==> src/design/fcba_pkg.sv <==
// Package with shared types and constants for the channel bin averager.
`default_nettype none
package fcba_pkg;
	localparam int DATA_W = 24;
	localparam int WT_W = 16;
	localparam int SUM_W = 56;
	localparam int WSUM_W = 28;
	localparam int RES_W = 40;
	localparam int WIDTH_W = 13;
	localparam int MODE_W = 3;
	// Largest bin; the sum and weight widths above are sized for it.
	localparam int MAX_BIN = 4096;
	localparam logic [WT_W-1:0] ONE_Q8 = 16'd256;

	localparam logic [MODE_W-1:0] MODE_WAVG = 3'd0;
	localparam logic [MODE_W-1:0] MODE_FAVG = 3'd1;
	localparam logic [MODE_W-1:0] MODE_PAVG = 3'd2;
	localparam logic [MODE_W-1:0] MODE_SUM = 3'd3;
	localparam logic [MODE_W-1:0] MODE_AND = 3'd4;

	localparam logic REG_BIN_WIDTH = 1'b0;
	localparam logic REG_AVG_MODE = 1'b1;

	// Commands from the controller to the datapath.
	typedef struct packed {
		logic take;      // accept the input word into the accumulators
		logic pass;      // width one: load the sample as the result
		logic div_start; // begin both quotients
		logic div_step;  // one quotient bit
		logic load_out;  // move the finished result into the output register
	} fcba_cmd_t;

	// Status from the datapath to the controller.
	typedef struct packed {
		logic closes;    // the word now taken closes its bin
		logic need_div;  // the closing mode needs a division and the weight sum is nonzero
		logic div_last;  // the last quotient bit is being made
	} fcba_sts_t;
endpackage
`default_nettype wire

==> src/design/fcba_datapath.sv <==
// Datapath: accumulators, a shared restoring divider and the output register.
`default_nettype none
module fcba_datapath import fcba_pkg::*; (
	input  wire logic                      clk,
	input  wire logic                      arst_n,
	input  wire fcba_cmd_t                 cmd,
	output fcba_sts_t                      sts,
	input  wire logic [WIDTH_W-1:0]        cfg_width,
	input  wire logic [MODE_W-1:0]         cfg_mode,
	input  wire logic signed [DATA_W-1:0]  sample_re,
	input  wire logic signed [DATA_W-1:0]  sample_im,
	input  wire logic [WT_W-1:0]           sample_weight,
	input  wire logic                      sample_flagged,
	input  wire logic                      last_in_spectrum,
	output logic signed [RES_W-1:0]        result_re,
	output logic signed [RES_W-1:0]        result_im,
	output logic                           result_flag,
	output logic                           spectrum_done
);
	localparam int QW = SUM_W;
	localparam int CNT_W = $clog2(QW);

	logic signed [SUM_W-1:0] sum_re_q, sum_im_q;
	logic [WSUM_W-1:0] wsum_q;
	logic [WIDTH_W-1:0] fill_q;
	logic all_flag_q, and_flag_q;

	logic [WIDTH_W-1:0] eff_width;
	logic [WT_W-1:0] w;
	logic signed [DATA_W+WT_W:0] prod_re, prod_im;
	logic [WIDTH_W-1:0] fill_next;
	logic close_now;

	logic signed [SUM_W-1:0] sre_next, sim_next;
	logic [WSUM_W-1:0] wsum_next;
	logic restart, accum;

	// Effective width: zero counts as one, saturate at MAX_BIN.
	always_comb begin
		eff_width = cfg_width;
		if (cfg_width == '0)
			eff_width = WIDTH_W'(1);
		if ({19'd0, cfg_width} > 32'(MAX_BIN))
			eff_width = WIDTH_W'(MAX_BIN);
	end

	assign w = (cfg_mode == MODE_WAVG) ? sample_weight : ONE_Q8;
	assign prod_re = sample_re * $signed({1'b0, w});
	assign prod_im = sample_im * $signed({1'b0, w});
	assign fill_next = fill_q + WIDTH_W'(1);
	assign close_now = (fill_next >= eff_width) || last_in_spectrum;

	// Flag-aware accumulation rule.
	always_comb begin
		restart = 1'b0;
		accum = 1'b0;
		if (cfg_mode == MODE_PAVG)
			accum = 1'b1;
		else if (cfg_mode <= MODE_SUM) begin
			if (all_flag_q && !sample_flagged)
				restart = 1'b1;
			else if (all_flag_q == sample_flagged)
				accum = 1'b1;
		end
		sre_next = sum_re_q;
		sim_next = sum_im_q;
		wsum_next = wsum_q;
		if (restart) begin
			sre_next = SUM_W'(prod_re);
			sim_next = SUM_W'(prod_im);
			wsum_next = WSUM_W'(w);
		end else if (accum) begin
			sre_next = sum_re_q + SUM_W'(prod_re);
			sim_next = sum_im_q + SUM_W'(prod_im);
			wsum_next = wsum_q + WSUM_W'(w);
		end
	end

	// Registers holding the closed bin for the divider.
	logic [SUM_W-1:0] nre_q, nim_q;
	logic [WSUM_W-1:0] rre_q, rim_q;
	logic [WSUM_W-1:0] den_q;
	logic neg_re_q, neg_im_q, flag_hold_q, last_hold_q;
	logic [MODE_W-1:0] mode_hold_q;
	logic signed [SUM_W-1:0] close_re_q, close_im_q;
	logic [CNT_W-1:0] cnt_q;

	// Accumulator state.
	always_ff @(posedge clk or negedge arst_n) begin
		if (!arst_n) begin
			sum_re_q <= '0;
			sum_im_q <= '0;
			wsum_q <= '0;
			fill_q <= '0;
			all_flag_q <= 1'b1;
			and_flag_q <= 1'b1;
		end else if (cmd.pass || (cmd.take && close_now)) begin
			sum_re_q <= '0;
			sum_im_q <= '0;
			wsum_q <= '0;
			fill_q <= '0;
			all_flag_q <= 1'b1;
			and_flag_q <= 1'b1;
		end else if (cmd.take) begin
			sum_re_q <= sre_next;
			sum_im_q <= sim_next;
			wsum_q <= wsum_next;
			fill_q <= fill_next;
			all_flag_q <= all_flag_q && sample_flagged;
			and_flag_q <= and_flag_q && sample_flagged;
		end
	end

	logic [SUM_W-1:0] abs_re, abs_im;
	assign abs_re = sre_next[SUM_W-1] ? SUM_W'(-sre_next) : sre_next;
	assign abs_im = sim_next[SUM_W-1] ? SUM_W'(-sim_next) : sim_next;

	// One bit of each quotient per step, restoring form.
	logic [WSUM_W:0] tr_re, tr_im;
	logic [WSUM_W:0] dif_re, dif_im;
	assign tr_re = {rre_q, nre_q[SUM_W-1]};
	assign tr_im = {rim_q, nim_q[SUM_W-1]};
	assign dif_re = tr_re - {1'b0, den_q};
	assign dif_im = tr_im - {1'b0, den_q};

	assign sts = '{closes: close_now,
		need_div: (cfg_mode <= MODE_PAVG) && (wsum_next != '0),
		div_last: (cnt_q == CNT_W'(QW - 1))};

	always_ff @(posedge clk) begin
		if (cmd.take && close_now) begin
			nre_q <= abs_re;
			nim_q <= abs_im;
			rre_q <= '0;
			rim_q <= '0;
			den_q <= wsum_next;
			neg_re_q <= sre_next[SUM_W-1];
			neg_im_q <= sim_next[SUM_W-1];
			flag_hold_q <= and_flag_q && sample_flagged;
			last_hold_q <= last_in_spectrum;
			mode_hold_q <= cfg_mode;
			close_re_q <= sre_next;
			close_im_q <= sim_next;
			cnt_q <= '0;
		end else if (cmd.div_step) begin
			nre_q <= {nre_q[SUM_W-2:0], !dif_re[WSUM_W]};
			nim_q <= {nim_q[SUM_W-2:0], !dif_im[WSUM_W]};
			rre_q <= dif_re[WSUM_W] ? tr_re[WSUM_W-1:0] : dif_re[WSUM_W-1:0];
			rim_q <= dif_im[WSUM_W] ? tr_im[WSUM_W-1:0] : dif_im[WSUM_W-1:0];
			cnt_q <= cnt_q + CNT_W'(1);
		end
	end

	// Output register, loaded with the sample on a pass, or after the closing word or the last quotient bit.
	logic signed [SUM_W-1:0] q_re, q_im;
	always_comb begin
		q_re = '0;
		q_im = '0;
		if (mode_hold_q <= MODE_PAVG) begin
			if (den_q != '0) begin
				q_re = neg_re_q ? SUM_W'(-nre_q) : nre_q;
				q_im = neg_im_q ? SUM_W'(-nim_q) : nim_q;
			end
		end else if (mode_hold_q == MODE_SUM) begin
			q_re = close_re_q >>> 8;
			q_im = close_im_q >>> 8;
			if (close_re_q[SUM_W-1] && close_re_q[7:0] != '0)
				q_re = q_re + SUM_W'(1);
			if (close_im_q[SUM_W-1] && close_im_q[7:0] != '0)
				q_im = q_im + SUM_W'(1);
		end
	end

	always_ff @(posedge clk) begin
		if (cmd.pass) begin
			result_re <= RES_W'(sample_re);
			result_im <= RES_W'(sample_im);
			result_flag <= sample_flagged;
			spectrum_done <= last_in_spectrum;
		end else if (cmd.load_out) begin
			result_re <= q_re[RES_W-1:0];
			result_im <= q_im[RES_W-1:0];
			result_flag <= flag_hold_q;
			spectrum_done <= last_hold_q;
		end
	end

`ifndef ASSERT_OFF
	a_fill_bound: assert property (@(posedge clk) disable iff (!arst_n)
		fill_q < WIDTH_W'(MAX_BIN)) else $error("bin fill out of range");
	a_and_implies_all: assert property (@(posedge clk) disable iff (!arst_n)
		and_flag_q |-> all_flag_q) else $error("flag AND set while bin not all flagged");
	a_step_count: assert property (@(posedge clk) disable iff (!arst_n)
		cmd.div_step |-> cnt_q < CNT_W'(QW)) else $error("divider overran");
`endif
endmodule
`default_nettype wire

==> src/design/fcba_ctrl.sv <==
// Controller: handshake, configuration registers and division sequencing.
`default_nettype none
module fcba_ctrl import fcba_pkg::*; (
	input  wire logic               clk,
	input  wire logic               arst_n,
	input  wire logic               in_valid,
	output logic                    in_stall,
	output logic                    out_valid,
	input  wire logic               out_stall,
	input  wire logic               cfg_we,
	input  wire logic               cfg_index,
	input  wire logic [WIDTH_W-1:0] cfg_data,
	output logic [WIDTH_W-1:0]      cfg_width,
	output logic [MODE_W-1:0]       cfg_mode,
	output fcba_cmd_t               cmd,
	input  wire fcba_sts_t          sts
);
	localparam logic [1:0] ST_IDLE = 2'd0;
	localparam logic [1:0] ST_DIV = 2'd1;
	localparam logic [1:0] ST_LOAD = 2'd2;

	logic [1:0] state_q;
	logic out_free, acc, pass_now;

	// Configuration registers.
	always_ff @(posedge clk or negedge arst_n) begin
		if (!arst_n) begin
			cfg_width <= WIDTH_W'(1);
			cfg_mode <= MODE_WAVG;
		end else if (cfg_we) begin
			case (cfg_index)
				REG_BIN_WIDTH: cfg_width <= cfg_data;
				REG_AVG_MODE:  cfg_mode <= cfg_data[MODE_W-1:0];
				default: ;
			endcase
		end
	end

	assign out_free = !out_valid || !out_stall;
	assign in_stall = (state_q != ST_IDLE) || !out_free;
	assign acc = in_valid && !in_stall;
	assign pass_now = ((cfg_width == WIDTH_W'(1)) || (cfg_width == '0))
		&& (cfg_mode <= MODE_SUM);

	always_comb begin
		cmd = '0;
		cmd.pass = acc && pass_now;
		cmd.take = acc && !pass_now;
		cmd.div_start = cmd.take && sts.closes && sts.need_div;
		cmd.div_step = (state_q == ST_DIV);
		cmd.load_out = (state_q == ST_LOAD) && out_free;
	end

	// Sequence: idle, optional division, then result load.
	always_ff @(posedge clk or negedge arst_n) begin
		if (!arst_n) begin
			state_q <= ST_IDLE;
			out_valid <= 1'b0;
		end else begin
			out_valid <= cmd.pass || cmd.load_out || (out_valid && out_stall);
			case (state_q)
				ST_IDLE: begin
					if (cmd.div_start)
						state_q <= ST_DIV;
					else if (cmd.take && sts.closes)
						state_q <= ST_LOAD;
				end
				ST_DIV: if (sts.div_last) state_q <= ST_LOAD;
				ST_LOAD: begin
					if (out_free)
						state_q <= ST_IDLE;
				end
				default: state_q <= ST_IDLE;
			endcase
		end
	end

`ifndef ASSERT_OFF
	a_no_take_busy: assert property (@(posedge clk) disable iff (!arst_n)
		(state_q != ST_IDLE) |-> !acc) else $error("word taken while busy");
	a_load_valid: assert property (@(posedge clk) disable iff (!arst_n)
		cmd.load_out |=> out_valid) else $error("result lost");
	a_div_to_load: assert property (@(posedge clk) disable iff (!arst_n)
		(state_q == ST_DIV && sts.div_last) |=> state_q == ST_LOAD)
		else $error("division did not finish");
`endif
endmodule
`default_nettype wire

==> src/design/flag_aware_channel_bin_averager.sv <==
// Top level of the flag-aware channel bin averager.
//  channel | handshake          | payload
//  in      | in_valid/in_stall  | sample_re, sample_im, sample_weight, flags
//  out     | out_valid/out_stall| result_re, result_im, result_flag, spectrum_done
//  cfg     | cfg_we             | cfg_index, cfg_data
// A word that leaves its bin open needs no further state, nor does a word at
// width one outside AND mode. A closing word in averaging modes runs the shared
// divider (one quotient bit per cycle) and then the load; sum and AND modes, and
// a bin whose weight sum is zero, go straight to the load.
// Reset is asynchronous and clears the bin and the registers to width 1, mode 0.
// A held output word stalls the input side.
`default_nettype none
module flag_aware_channel_bin_averager import fcba_pkg::*; (
	input  wire logic                     clk,
	input  wire logic                     arst_n,
	input  wire logic                     in_valid,
	output logic                          in_stall,
	input  wire logic signed [DATA_W-1:0] sample_re,
	input  wire logic signed [DATA_W-1:0] sample_im,
	input  wire logic [WT_W-1:0]          sample_weight,
	input  wire logic                     sample_flagged,
	input  wire logic                     last_in_spectrum,
	output logic                          out_valid,
	input  wire logic                     out_stall,
	output logic signed [RES_W-1:0]       result_re,
	output logic signed [RES_W-1:0]       result_im,
	output logic                          result_flag,
	output logic                          spectrum_done,
	input  wire logic                     cfg_we,
	input  wire logic                     cfg_index,
	input  wire logic [WIDTH_W-1:0]       cfg_data
);
	fcba_cmd_t cmd;
	fcba_sts_t sts;
	logic [WIDTH_W-1:0] cfg_width;
	logic [MODE_W-1:0] cfg_mode;

	fcba_ctrl u_ctrl (
		.clk, .arst_n, .in_valid, .in_stall, .out_valid, .out_stall,
		.cfg_we, .cfg_index, .cfg_data, .cfg_width, .cfg_mode, .cmd, .sts
	);

	fcba_datapath u_dp (
		.clk, .arst_n, .cmd, .sts, .cfg_width, .cfg_mode,
		.sample_re, .sample_im, .sample_weight, .sample_flagged, .last_in_spectrum,
		.result_re, .result_im, .result_flag, .spectrum_done
	);
endmodule
`default_nettype wire
==> config.mk <==
export PLATFORM = sky130hd
export DESIGN_NAME = flag_aware_channel_bin_averager
export DESIGN_NICKNAME = d
export VERILOG_FILES = /design/src/design/fcba_pkg.sv /design/src/design/fcba_datapath.sv /design/src/design/fcba_ctrl.sv /design/src/design/flag_aware_channel_bin_averager.sv
export SDC_FILE = /design/constraint.sdc
export NUM_CORES = 2
export LEC_CHECK = 0
export ABC_CLOCK_PERIOD_IN_PS = 25300
export BUFFER_PORTS_ARGS = -buffer_cell sky130_fd_sc_hd__buf_2
export CELL_PAD_IN_SITES_DETAIL_PLACEMENT = 0
export CELL_PAD_IN_SITES_GLOBAL_PLACEMENT = 2
export CORE_MARGIN = 1
export CORE_UTILIZATION = 45
export CTS_BUF_LIST = sky130_fd_sc_hd__clkbuf_8
export DETAILED_ROUTE_END_ITERATION = 7
export PLACE_DENSITY = 0.95
export SYNTH_ARGS = -nofsm -noshare
export SYNTH_HDL_FRONTEND = slang
export SYNTH_SLANG_ARGS = --single-unit
==> constraint.sdc <==
create_clock -name clk -period 25.3 [get_ports clk]
set_input_delay 2.53 -clock clk [delete_from_list [all_inputs] [get_ports clk]]
set_output_delay 2.53 -clock clk [all_outputs]
set_load 0.05 [all_outputs]
==> impl_results.md <==
- Max Fclk: ~70 MHz
- TritonCTS clock tree: built
- MaxCap Viol Count: 0
- Hold/Removal Path Class: flip-flop to flip-flop
- Critical R2R Launch: u_ctrl.cfg_mode[0]
- Worst Hold Launch: u_dp.rim_q[1]
- RSZ-0062 raised after global routing: false
- Vias in the first global route: roughly 60000
- Total number of vias: roughly 60000
- GRT Overall Usage: 0.2949
- Rows: around 150
- Most used flip-flop cell after synthesis: edfxtp_1
- Fillers: 15065
- Syn nets: roughly 9400
- Initial cell density of the core: 0.4532
- Worst slew margin: 0.1775
- Area of the core: roughly 160000 um^2
- Worst Setup End Kind: flip-flop
- Synth cell types: between 100 and 150
- Residual DRC: 0
- CTS buffer count: roughly 100
- Slowest-stage cell, CP: a211o_1
- Final min period: between 10 and 15 ns
- CTS sink count: ~560
- First-pass DRT Iterations: 6
- Endpoints failing hold: 0
- Number of flops mapped to enable cells by yosys: 325
- Skew final: 0.05680 ns
- Initial antenna violation count: 6
- Crit Path Category: input pin to flip-flop
- Synth warn: 0
- Ys async rst share: 0.3102
- Avg WL per Cell: 22.68 um
- CTS root buffer: clkbuf_8
- Clock Latency Late Sink: a little over 0.8 ns
- Hold depth: 2
- Fin Setup TNS: 0 ns
- Register area share after synthesis: 0.2172
- Layout cells sized above 1: 0.06690
- Vias per cell: roughly 6
- CP max stage delay: between 0.8 and 0.9 ns
- Syn Std Cell Area: roughly 70000 um^2
- Synth area leader: fa_1
- Final critical-path share of the clock period: 0.5768
- Routed WL: approximately 230000 um
- Clock Path Buffers: 3
- Die Wd: between 300 and 400 um
- Fin nets: slightly above 9000
- CTS clk-pin slew, worst paths: ~0.060 ns
- Die area: between 150000 and 200000 um^2
- P&R area growth vs syn: 6.445%
- Non-filler instance count after layout: 10254
- First-pass GRT wire length: between 300000 and 400000 um
- Gpl congestion: 0.9382
- Syn Area/Cell: 8.629 um^2
- R2r worst-path depth: 37
- Synth Instances: 8194
- Drt initial violations: 4834
- DP HPWL: roughly 170000 um
- Slew Viols, Final: 0
- Total gr overflow: 0
- Worst-margin pin slew: approximately 1.2 ns
- Worst Hold Path EP: u_dp.rim_q[1]
- Synth top area share: 0.2149
- # setup viols final: 0
- Crit path max fanout: 33
- Yosys reg bits: around 560
- DRT antenna net count: 0
- Largest net degree at the start of global routing: around 230
- Worst r2r dst: u_dp.nre_q[47]
- Top cells by area, synth: fa_1 (21%), edfxtp_1 (14%), ha_1 (7.2%)
- Critical Path RT: approximately 26 ns
- Crit path arrival time: around 15 ns
- Total setup buffers inserted after CTS: 0
- IO Count: ~170
- CTS resizes: 0
- CP Launch Type: input pin
- Reg2reg setup slack: 10.80 ns
- # hold bufs at CTS: 0
- Inst Count DP: roughly 10000
- PortBufs: 168
- Most common cell type on the critical path: fa_1
- Die H: approximately 400 um
- Status: finished clean
- H-tree depth: 3
cell type report:
cell class                 count  area, um^2  area share
multi-input combinational   6036       49410      0.6566
sequential                   561       15360      0.2041
inverter                    1153        4335     0.05761
tap                         2058        2575     0.03421
clock buffer                 111        1528     0.02030
timing repair buffer         255        1515     0.02013
clock inverter                75       523.0    0.006949
antenna                        5       12.51   0.0001663
metrics by stage:
step | cell area (um^2) | setup slack [ns] | util | hold slack, ns
floorplan | 70700 | 12.74 | - | 0.4419
global placement | 73200 | 10.20 | 0.4691 | 0.4666
detailed placement | 73200 | 9.958 | 0.4691 | 0.4774
CTS | 75250 | 10.81 | 0.4823 | 0.4866
global route | 75250 | 10.07 | 0.4823 | 0.5109
finish | 75260 | 10.71 | 0.4824 | 0.4859
critical path, delay by kind of cell:
family          cells  cell delay (ns)
compound gates     14             4.39
mux                 1             0.29
fa+ha+maj           8             3.62
xor+xnor            2             0.32
simple gates        5             1.49
buf+inv             7             2.42
layout by cell type, fill, tap and decap left out, types with 55 or more instances in the layout:
| cell type | netlist | final |
|---|---|---|
| nand2_1 | 1068 | 1066 |
| nor3_1 | 103 | 102 |
| a22o_1 | 78 | 78 |
| buf_2 | 33 | 167 |
| nand4_1 | 76 | 76 |
| a21o_1 | 118 | 117 |
| xor2_1 | 111 | 111 |
| and2_1 | 62 | 55 |
| and3_1 | 380 | 380 |
| fa_1 | 759 | 759 |
| a21oi_1 | 342 | 340 |
| buf_4 | 2 | 86 |
| edfxtp_1 | 325 | 325 |
| ha_1 | 407 | 407 |
| inv_1 | 1151 | 1175 |
| o21ai_0 | 451 | 451 |
| nor2_1 | 452 | 447 |
| mux2i_1 | 85 | 85 |
| xnor2_1 | 348 | 346 |
| dfrtp_1 | 171 | 171 |
| clkbuf_8 | 0 | 112 |
| a221oi_1 | 86 | 86 |
| dfxtp_1 | 62 | 62 |
| nand3_1 | 143 | 141 |
per-layer routing:
metal | routed length (um) | GRT usage | share of wire | up-vias
li1 | - | - | - | 27635
met1 | 98090 | 0.3810 | 0.42 | 29945
met2 | 111000 | 0.4998 | 0.48 | 2017
met3 | 13160 | 0.03469 | 0.057 | 436
met4 | 10280 | 0.1218 | 0.044 | 2
met5 | 10 | 0 | 0.000043 | -
synth_stat cells, drive strengths merged (37+ instances only):
master     n
edfxtp   325
and2      64
and3     380
buf       63
or3       44
or4       37
nor3     104
a21oi    343
nand3    143
xnor2    348
o31ai     54
nand2b    56
dfxtp     62
dfrtp    171
a221oi    87
nand4     77
inv     1151
nand2   1068
a22o      78
a211oi    39
ha       407
o211ai    53
fa       759
nor2     452
xor2     111
nor4      44
o21a      42
clkbuf   381
a31oi     50
nor2b     42
o21ai    495
mux2i     85
a21o     119
sequential cells by signal, summed over array words and instances (netlist names), 2 cells and up:
| name | flops |
|---|---|
| u_dp.rre_q | 28 |
| u_dp.wsum_q | 28 |
| u_ctrl.cfg_mode | 3 |
| u_dp.sum_re_q | 56 |
| u_dp.result_im | 40 |
| u_dp.nre_q | 56 |
| u_dp.close_im_q | 48 |
| u_ctrl.cfg_width | 13 |
| u_dp.cnt_q | 6 |
| u_dp.fill_q | 13 |
| u_dp.nim_q | 56 |
| u_dp.den_q | 28 |
| u_dp.sum_im_q | 56 |
| u_dp.mode_hold_q | 3 |
| u_ctrl.state_q | 2 |
| u_dp.rim_q | 28 |
| u_dp.result_re | 40 |
| u_dp.close_re_q | 48 |
kinds of logic (layout without fill, tap and decap cells):
logic type      after synthesis  in the layout  synth area share
buf+inv                    1597           1594           0.08608
other cells                   0              5                 0
compound gates             1683           1683            0.1585
flops                       561            561            0.2172
mux                         109            109           0.01586
fa+ha+maj                  1166           1166            0.2869
simple gates               2619           2619            0.1786
xor+xnor                    459            459           0.05686
worst max-delay path by stage:
| stage | start | to |
|---|---|---|
| after floorplan | sample_weight[2] | u_dp.nim_q[54] |
| after global placement | sample_weight[12] | u_dp.nre_q[47] |
| after detailed placement | sample_weight[12] | u_dp.nre_q[47] |
| after CTS | sample_weight[12] | u_dp.nre_q[47] |
| after global routing | sample_weight[12] | u_dp.nre_q[47] |
| final | sample_weight[12] | u_dp.nre_q[47] |
Power is not shown: default switching activity piles up to over one toggle a cycle in this logic, so the estimate is an artifact.
